File: src/design/psa64_pkg.sv
`timescale 1ns / 1ps

package psa64_pkg;

  localparam int unsigned WordW  = 64;
  localparam int unsigned LaneW  = 8;
  localparam int unsigned NLanes = WordW / LaneW;
  localparam int unsigned LaneIdxW = $clog2(NLanes);

  localparam logic [3:0] OP_ADD8  = 4'd0;
  localparam logic [3:0] OP_ADD16 = 4'd1;
  localparam logic [3:0] OP_ADD32 = 4'd2;
  localparam logic [3:0] OP_ADD64 = 4'd3;
  localparam logic [3:0] OP_SUB8  = 4'd4;
  localparam logic [3:0] OP_SUB16 = 4'd5;
  localparam logic [3:0] OP_SUB32 = 4'd6;
  localparam logic [3:0] OP_SUB64 = 4'd7;
  localparam logic [3:0] OP_AND   = 4'd8;
  localparam logic [3:0] OP_OR    = 4'd9;
  localparam logic [3:0] OP_XOR   = 4'd10;
  localparam logic [3:0] OP_ANDC  = 4'd11;
  localparam logic [3:0] OP_ORC   = 4'd12;

  typedef enum logic [2:0] {
    LOP_ADD,
    LOP_SUB,
    LOP_AND,
    LOP_OR,
    LOP_XOR,
    LOP_ANDC,
    LOP_ORC,
    LOP_ZERO
  } lane_op_t;

  // Control broadcast from the decoder to every lane slice.
  typedef struct packed {
    lane_op_t op;
    logic     sub;
  } lane_ctrl_t;

endpackage

File: src/design/psa64_lane.sv
`timescale 1ns / 1ps

module psa64_lane (
  input  psa64_pkg::lane_ctrl_t            ctrl,
  input  logic [psa64_pkg::LaneW-1:0]      a,
  input  logic [psa64_pkg::LaneW-1:0]      b,
  input  logic                             cin,
  output logic [psa64_pkg::LaneW-1:0]      res,
  output logic                             cout
);

  logic [psa64_pkg::LaneW-1:0] b_eff;
  logic [psa64_pkg::LaneW:0]   sum;

  // Subtract as a + ~b + 1, the one coming in on the carry at a lane start.
  assign b_eff = ctrl.sub ? ~b : b;
  assign sum   = {1'b0, a} + {1'b0, b_eff} + {{psa64_pkg::LaneW{1'b0}}, cin};
  assign cout  = sum[psa64_pkg::LaneW];

  always_comb begin
    case (ctrl.op)
      psa64_pkg::LOP_ADD,
      psa64_pkg::LOP_SUB:  res = sum[psa64_pkg::LaneW-1:0];
      psa64_pkg::LOP_AND:  res = a & b;
      psa64_pkg::LOP_OR:   res = a | b;
      psa64_pkg::LOP_XOR:  res = a ^ b;
      psa64_pkg::LOP_ANDC: res = a & ~b;
      psa64_pkg::LOP_ORC:  res = a | ~b;
      default:             res = '0;
    endcase
  end

endmodule

File: src/design/packed_simd_alu_64.sv
// Results are registered; a transfer taken at a clock edge shows on out_* right after
// that edge and is taken by the receiver at the next edge.
// Throughput: one item per cycle; busy stays low, so start may be held high.
// Eight 8-bit lane slices work in parallel; the carry chain between them is
// cut at lane starts chosen by the opcode's lane size, then results register.
// Reset (rst_n low, synchronous) clears out_valid; the result word is not reset.
`timescale 1ns / 1ps

module packed_simd_alu_64 (
  input  logic                           clk,
  input  logic                           rst_n,
  input  logic                           start,
  output logic                           busy,
  input  logic [3:0]                     in_opcode,
  input  logic [psa64_pkg::WordW-1:0]    in_operand_a,
  input  logic [psa64_pkg::WordW-1:0]    in_operand_b,
  output logic                           out_valid,
  output logic [psa64_pkg::WordW-1:0]    out_result_word
);

  psa64_pkg::lane_ctrl_t               ctrl;
  logic [1:0]                          size_sel;
  logic [psa64_pkg::LaneIdxW-1:0]      grp_mask;
  logic [psa64_pkg::NLanes:0]          carry;
  logic [psa64_pkg::NLanes-1:0]        lane_cin;
  logic [psa64_pkg::WordW-1:0]         lane_res;
  logic                                accept;

  logic                                out_valid_r;
  logic                                out_valid_nxt;
  logic [psa64_pkg::WordW-1:0]         out_result_word_r;

  assign busy   = 1'b0;
  assign accept = start && !busy;

  always_comb begin
    ctrl.sub = 1'b0;
    case (in_opcode) inside
      [psa64_pkg::OP_ADD8:psa64_pkg::OP_ADD64]: ctrl.op = psa64_pkg::LOP_ADD;
      [psa64_pkg::OP_SUB8:psa64_pkg::OP_SUB64]: begin
        ctrl.op  = psa64_pkg::LOP_SUB;
        ctrl.sub = 1'b1;
      end
      psa64_pkg::OP_AND:  ctrl.op = psa64_pkg::LOP_AND;
      psa64_pkg::OP_OR:   ctrl.op = psa64_pkg::LOP_OR;
      psa64_pkg::OP_XOR:  ctrl.op = psa64_pkg::LOP_XOR;
      psa64_pkg::OP_ANDC: ctrl.op = psa64_pkg::LOP_ANDC;
      psa64_pkg::OP_ORC:  ctrl.op = psa64_pkg::LOP_ORC;
      default:            ctrl.op = psa64_pkg::LOP_ZERO;
    endcase
  end

  // Lane size 8 << size_sel; a slice starts a lane when its low index bits are zero.
  assign size_sel = in_opcode[1:0];
  assign grp_mask = ({{(psa64_pkg::LaneIdxW-1){1'b0}}, 1'b1} << size_sel)
                    - {{(psa64_pkg::LaneIdxW-1){1'b0}}, 1'b1};

  assign carry[0] = 1'b0;

  for (genvar i = 0; i < psa64_pkg::NLanes; i++) begin : g_lane
    localparam logic [psa64_pkg::LaneIdxW-1:0] Idx = psa64_pkg::LaneIdxW'(i);

    // Cut the chain at a lane start, injecting the subtract's plus one.
    assign lane_cin[i] = ((Idx & grp_mask) == '0) ? ctrl.sub : carry[i];

    psa64_lane u_lane (
      .ctrl (ctrl),
      .a    (in_operand_a[i*psa64_pkg::LaneW +: psa64_pkg::LaneW]),
      .b    (in_operand_b[i*psa64_pkg::LaneW +: psa64_pkg::LaneW]),
      .cin  (lane_cin[i]),
      .res  (lane_res[i*psa64_pkg::LaneW +: psa64_pkg::LaneW]),
      .cout (carry[i+1])
    );
  end

  assign out_valid_nxt = accept;

  always_ff @(posedge clk) begin
    if (!rst_n) begin
      out_valid_r <= 1'b0;
    end else begin
      out_valid_r <= out_valid_nxt;
    end
  end

  // Merge the lane slices into the output word; payload needs no reset.
  always_ff @(posedge clk) begin
    if (accept) begin
      out_result_word_r <= lane_res;
    end
  end

  assign out_valid       = out_valid_r;
  assign out_result_word = out_result_word_r;

endmodule

File: config.mk
export PLATFORM = sky130hd
export DESIGN_NAME = packed_simd_alu_64
export DESIGN_NICKNAME = d
export VERILOG_FILES = /design/src/design/psa64_pkg.sv /design/src/design/psa64_lane.sv /design/src/design/packed_simd_alu_64.sv
export SDC_FILE = /design/constraint.sdc
export NUM_CORES = 1
export LEC_CHECK = 0
export BUFFER_PORTS_ARGS = -buffer_cell sky130_fd_sc_hd__buf_2
export CELL_PAD_IN_SITES_DETAIL_PLACEMENT = 1
export CELL_PAD_IN_SITES_GLOBAL_PLACEMENT = 2
export CORE_MARGIN = 5
export CORE_UTILIZATION = 33
export DETAILED_ROUTE_END_ITERATION = 16
export PLACE_DENSITY = 0.92
export SLEW_MARGIN = 25
export SYNTH_ARGS = -nofsm -noshare
export SYNTH_HDL_FRONTEND = slang
export SYNTH_SLANG_ARGS = --single-unit
File: constraint.sdc
create_clock -name clk -period 16.5 [get_ports clk]
set_clock_uncertainty 0.15 [all_clocks]
set_input_delay 1.65 -clock clk [delete_from_list [all_inputs] [get_ports clk]]
set_output_delay 1.65 -clock clk [all_outputs]
set_load 0.01 [all_outputs]
# After elaboration in Yosys (flattened, before gate mapping)
# Index checks and enable logic that the tools add are counted.
[op_classes] n_addsub=17 n_lt_le_gt_ge=4 n_eq_ne=11 shifts=1 n_mux=32 n_bitwise=48 reduce_logical=11
[ops] cell="$pmux W8 S6" n=8
[ops] cell="$and A8 B8 Y8" n=16
[ops] cell="$or A8 B8 Y8" n=16
[ops] cell="$mux W8" n=8
[ops] cell="$not A8 Y8" n=8
[ops] cell="$xor A8 B8 Y8" n=8
[ops] cell="$add A8 B8 Y9" n=7
[ops] cell="$add A9 B1 Y9" n=7
[ops] cell="$logic_not A3 Y1" n=8
[ops] cell="$eq A4 B4 Y1 const B" n=5
[ops] cell="$mux W3" n=5
[ops] cell="$mux W1" n=10
[ops] cell="$eq A3 B3 Y1 const B" n=3
[ops] cell="$add A8 B1 Y8" n=1
[ops] cell="$add A8 B8 Y8" n=1
[ops] cell="$eq A3 B2 Y1 const B" n=2
[ops] cell="$ge A4 B1 Y1 const B" n=1
[ops] cell="$ge A4 B3 Y1 const B" n=1
[ops] cell="$le A4 B2 Y1 const B" n=1
[ops] cell="$le A4 B3 Y1 const B" n=1
[ops] cell="$eq A3 B1 Y1 const B" n=1
[ops] cell="$shl A1 B2 Y3 const A" n=1
[ops] cell="$sub A3 B1 Y3 const B" n=1
[ops] cell="$logic_and A1 B1 Y1" n=2
[ops] cell="2 further kinds" n=2
[word_totals] register_bits=65 inputBits=135 out_inout_bits=66

# Longest topological paths before layout
[depth] word_depth=22 ltp_mapped=61 ltp_nobuf=58

# Modules after synthesis
# From an unflattened synthesis, not the netlist that was laid out.
[unflattened] hier_cells=1140 area_unflattened_um2=9456.6
[modules_own_cells] module="psa64_lane (g_lane[4].u_lane ...)" instances=4 cells_per_inst=135 area_each_um2=934.6
[modules_own_cells] module="packed_simd_alu_64" instances=1 cells_per_inst=92 area_each_um2=2088.3
[modules_own_cells] module="psa64_lane (g_lane[2].u_lane ...)" instances=2 cells_per_inst=126 area_each_um2=904.6
[modules_own_cells] module="psa64_lane (g_lane[1].u_lane)" instances=1 cells_per_inst=130 area_each_um2=914.6
[modules_own_cells] module="psa64_lane (g_lane[0].u_lane)" instances=1 cells_per_inst=126 area_each_um2=905.9

# Worst setup path before layout
# No wires, ideal clock.
[synth_timing] path_kind="in2reg" startpoint="input in_opcode[2]" endpoint="register out_result_word_r, in the netlist out_result_word[62] (data pin)" setup_ns=0.268 arrival_time_ns=14.768 t_required_ns=16.083 path_slack_ns=1.314 path_stages=61 path_cell_list="buf_2 -> nand2b_1 -> buf_2 -> buf_2 -> xnor2_1 -> fa_1 -> a211oi_1 -> o21bai_1 -> a21oi_1 -> o21ai_0 -> o311ai_0 -> fa_1 -> inv_1 -> fa_1 -> a21o_1 -> a21oi_1 -> nor2b_1 -> o311ai_0 -> [... 25 more ...] -> a2bb2oi_2 -> a21oi_1 -> o21ai_0 -> a31oi_1 -> fa_1 -> fa_1 -> a21oi_1 -> a2bb2oi_1 -> a21oi_1 -> o21ai_0 -> a21boi_0 -> fa_1 -> fa_1 -> a211oi_1 -> o21bai_1 -> a21oi_1 -> xor2_1 -> o21ai_0"
[synth_between] elab_chain_cells=22 elab_cells_between_ends=60 cone_classes="add/sub (16); order compare (4); eq/ne (11); mux (25); reduce/logical (4)"
[synth_rtl] item="start, declared" line_no="packed_simd_alu_64.sv:14" rtl="input logic [3:0] in_opcode,"
[synth_rtl] item="$ge A4 B3 Y1 (no line) or $le A4 B3 Y1 (tied branches)"
[synth_rtl] item="$logic_and A1 B1 Y1 (no line)"
[synth_rtl] item="$mux W1 (2 in series)" line_no="packed_simd_alu_64.sv:38" rtl="case (in_opcode) inside"
[synth_rtl] item="$mux W8" line_no="psa64_lane.sv:16" rtl="assign b_eff = ctrl.sub ? ~b : b;"
[synth_rtl] item="$add A8 B8 Y9" line_no="psa64_lane.sv:17" rtl="assign sum = {1'b0, a} + {1'b0, b_eff} + {{psa64_pkg::LaneW{1'b0}}, cin};"
[synth_rtl] item="$add A9 B1 Y9" line_no="psa64_lane.sv:17"
[synth_rtl] item="$mux W1" line_no="packed_simd_alu_64.sv:64" rtl="assign lane_cin[i] = ((Idx & grp_mask) == '0) ? ctrl.sub : carry[i];"
[synth_rtl] item="$add A9 B1 Y9" line_no="psa64_lane.sv:17"
[synth_rtl] item="[... 6 more ...]"
[synth_rtl] item="$mux W1" line_no="packed_simd_alu_64.sv:64"
[synth_rtl] item="$add A9 B1 Y9" line_no="psa64_lane.sv:17"
[synth_rtl] item="$mux W1" line_no="packed_simd_alu_64.sv:64"
[synth_rtl] item="$add A9 B1 Y9" line_no="psa64_lane.sv:17"
[synth_rtl] item="$mux W1" line_no="packed_simd_alu_64.sv:64"
[synth_rtl] item="$add A8 B1 Y8" line_no="psa64_lane.sv:17"
[synth_rtl] item="$pmux W8 S6 (*)" line_no="psa64_lane.sv:21" rtl="case (ctrl.op)"
[synth_rtl] item="named net g_lane[7].u_lane.res, one bit" line_no="psa64_lane.sv:8" rtl="output logic [psa64_pkg::LaneW-1:0] res,"
[synth_rtl] item="end signal, assigned" line_no="packed_simd_alu_64.sv:89" rtl="out_result_word_r <= lane_res;"
[synth_rtl] item="end, declared" line_no="packed_simd_alu_64.sv:31" rtl="logic [psa64_pkg::WordW-1:0] out_result_word_r;"
# Mark *: on every way through the listed nets, which the timed path passes. The rest lies on a longest branch.
# A chain may end at the register's enable or synchronous reset.

# Worst setup path in the final report
[layout_timing] startpoint="input in_opcode[3]" endpoint="register out_result_word_r, in the netlist out_result_word[62] (data pin)"
# Same word-level chain as after synthesis.

==> reports/results.ini <==
[layout]
areaGrowthSynthToFinish_pct=17.2
drive_above_1_share=0.255
multi_input_area_sq_um=6310
num-fill-cells=3153
nNetsFinal=1329
layout.cells.non_filler=1471
post-route-util=0.391
seq_area_sq_um=1940
fin_area_sq_um=10100

[worst_setup_path]
critPathMaxStageDelay_ns=0.48
crit_required_ns=16.42
cpMaxStageDelayCell=fa_1
start_kind=primary input
crit_type=in -> reg
worst_ep_arrival_time_ns=15.57
cp-end-kind=flop
crit_fanout=7
crit_top_cell=fa_1

[clock_network]
cts_buffers=9
ctsHoldBuffers=0
clock_sinks=65
cts_tree=built
root_buffer=clkbuf_16
htreeDepth=3
clockBufferDepth=2
clkSlewWorstSetupHoldPaths_ns=0.06

[yosys]
netlist_instances=964
synth_edf_count=64
synthFlopType=edfxtp_1
synthesis.nets=1169
syn_area_sq_um=8640
synth_area_per_cell_sq_um=8.96
seq_area_frac_synth=0.225
async_reset_ff_frac=0
ys_ff_latch=65
synth.distinct_cells=63
yosys_warnings=0

[status]
status=complete, no violations

[floorplan]
initial_core_util=0.333
die_h_um=172
die_area_sq_um=29500
placementRows=59
io_pins=201
core_area_sq_um=25900
fp.dieW_um=172

[power]
comb_power_share=0.467
pwr-share-seq=0.285
power_uw=777
power.density_nw_per_um2=76.8
p_sw_frac=0.373
p_sw_uw=290
peakVddDrop_mv=0.0353
clock_power_share=0.249
p_leak_nw=3.97
power.internal_uw=487

[place]
dpl_worst_slack_ns=-0.380
place.gp.congestion=0.865
port_buffers=199
dpl_cell_area_sq_um=9770
hpwl_um=21800
dp.cells=1447

[detailed_routing]
viasPerCell=5.64
drt_wl_total_um=30000
ant_nets=0
drcViolationCount=0
wl_per_cell_um=20.4
first_pass_iters=4
drt-initial-drc-count=370
num_vias=8302

[min_path]
hold_path.class=in -> reg

[grt]
gr-usage-all-layers=0.197
grt-ovfl-total=0
grt_pass1_wl_um=46400
grt_max_degree=71
grt_pass1_vias=8630
antenna_found_initial=12

[timing]
setup_ws_ns=0.847
fin_crit_sh=0.949
max_freq_mhz=63.9
fin_setup_tns_ns=0
hold-worst-slack_ns=1.36
worst_pin_slew_ns=0.970
drv_slew=0
relSlewSlack=0.353
finalSetupViolCount=0
post-route-min-period_ns=15.65
hold_viol_final=0

[job]
maxCapViolCount=0

synth_stat cells, types with 4 or more instances:
cell	instances	area share
a21oi_1	116	0.067
xnor2_1	88	0.089
o21ai_0	71	0.041
edfxtp_1	64	0.22
ha_1	55	0.080
nor3b_1	55	0.048
mux2i_1	54	0.063
nor2_1	34	0.015
o21a_1	30	0.026
o221ai_1	29	0.029
nand2_1	28	0.012
buf_2	27	0.016
o21ai_2	25	0.025
clkbuf_1	18	0.0078
nand2b_1	17	0.012
nor2b_1	17	0.012
o22ai_1	17	0.012
a21o_1	16	0.014
nor3_1	16	0.0093
fa_1	15	0.035
o22a_1	12	0.012
xor2_1	12	0.012
a211oi_1	11	0.0096
inv_1	10	0.0043
mux2_2	10	0.013
buf_6	9	0.012
a22oi_1	8	0.0070
o21ai_1	8	0.0046
o21bai_1	8	0.0070
a31oi_1	7	0.0051
o221a_2	7	0.0091
maj3_1	6	0.0070
nand3b_1	5	0.0043
nor4_1	5	0.0036
o31ai_1	5	0.0043
or3_1	4	0.0029
final timing paths:
path	start	slack (ns)	endpoint	depth (start not counted)
setup / recovery	in_opcode[3]	0.85	out_result_word[62]	59
hold / removal	rst_n	1.36	out_valid	2
layer usage:
| layer | part of all wire | wire length, um | up-vias | global-route usage |
|---|---|---|---|---|
| li1 | - | - | 4010 | - |
| met1 | 0.44 | 13200 | 4069 | 0.253 |
| met2 | 0.48 | 14300 | 166 | 0.337 |
| met3 | 0.057 | 1720 | 45 | 0.0393 |
| met4 | 0.021 | 628 | 12 | 0.0591 |
| met5 | 0.0023 | 68 | - | 0 |
state kept, by name, indices dropped and copies added (netlist names):
signal and cells:
out_result_word 64, out_valid 1
placed cells by master (no fill, tap or decap), types with 7 or more instances in the layout:
cell       count
diode_2        7
o21ai_2       25
nor3_1        16
inv_1         10
o21ai_1       10
o221ai_1      29
o21a_1        30
a21oi_1      113
o22ai_1       17
mux2i_1       54
fa_1          10
o221a_2        7
o21ai_0       69
nor2_1        34
edfxtp_1      64
buf_4         17
buf_2        196
ha_1          55
a22oi_1        7
nand2b_1      16
clkbuf_16      9
nor2b_1       17
a21o_1        16
a211oi_1      11
nand2_1       28
o21bai_1       8
mux2_2        10
xnor2_1       88
xor2_1        12
o22a_1        12
nor3b_1       55
kinds of logic (layout without fill, tap and decap cells):
group / Yosys count / count (layout) / share of synthesized area
and+or+nand+nor: 193 / 193 / 0.130
adders and majority gates: 76 / 76 / 0.121
DFF: 65 / 65 / 0.225
muxes: 64 / 64 / 0.0756
buffers and inverters: 75 / 240 / 0.0509
other: 1 / 8 / 0.000434
AOI/OAI and AO/OA: 390 / 390 / 0.295
xor gates and xnor gates: 100 / 100 / 0.101
power groups by stage:
stage | combinational (mW) | clock (mW) | sequential [mW]
final | 0.363 | 0.193 | 0.221
after global routing | 0.401 | 0.207 | 0.223
after CTS | 0.362 | 0.201 | 0.222
after detailed placement | 0.358 | 0 | 0.225
after global placement | 0.351 | 0 | 0.224
after floorplan | 0.227 | 0 | 0.238
repair_timing:
action	in CTS	in global routing
gates resized for setup	1	15
pin swaps	0	1
buffers inserted	0	1
endpoints found under the setup margin	1	7
layout make-up:
type	instances	share of cell area
Timing Repair Buffer	213	0.110
Multi-Input combinational cell	824	0.624
Clock buffer	16	0.0278
Sequential cell	65	0.192
Inverter	11	0.00408
Antenna cell	7	0.00173
Tap cell	335	0.0414
critical path, delay by kind of cell:
family	cells	cell delay, ns
xor+xnor	2	0.34
fa+ha+maj	15	6.60
compound gates	34	5.81
buf+inv	2	0.18
simple gates	6	0.95
(Power assumes the default switching activity.)
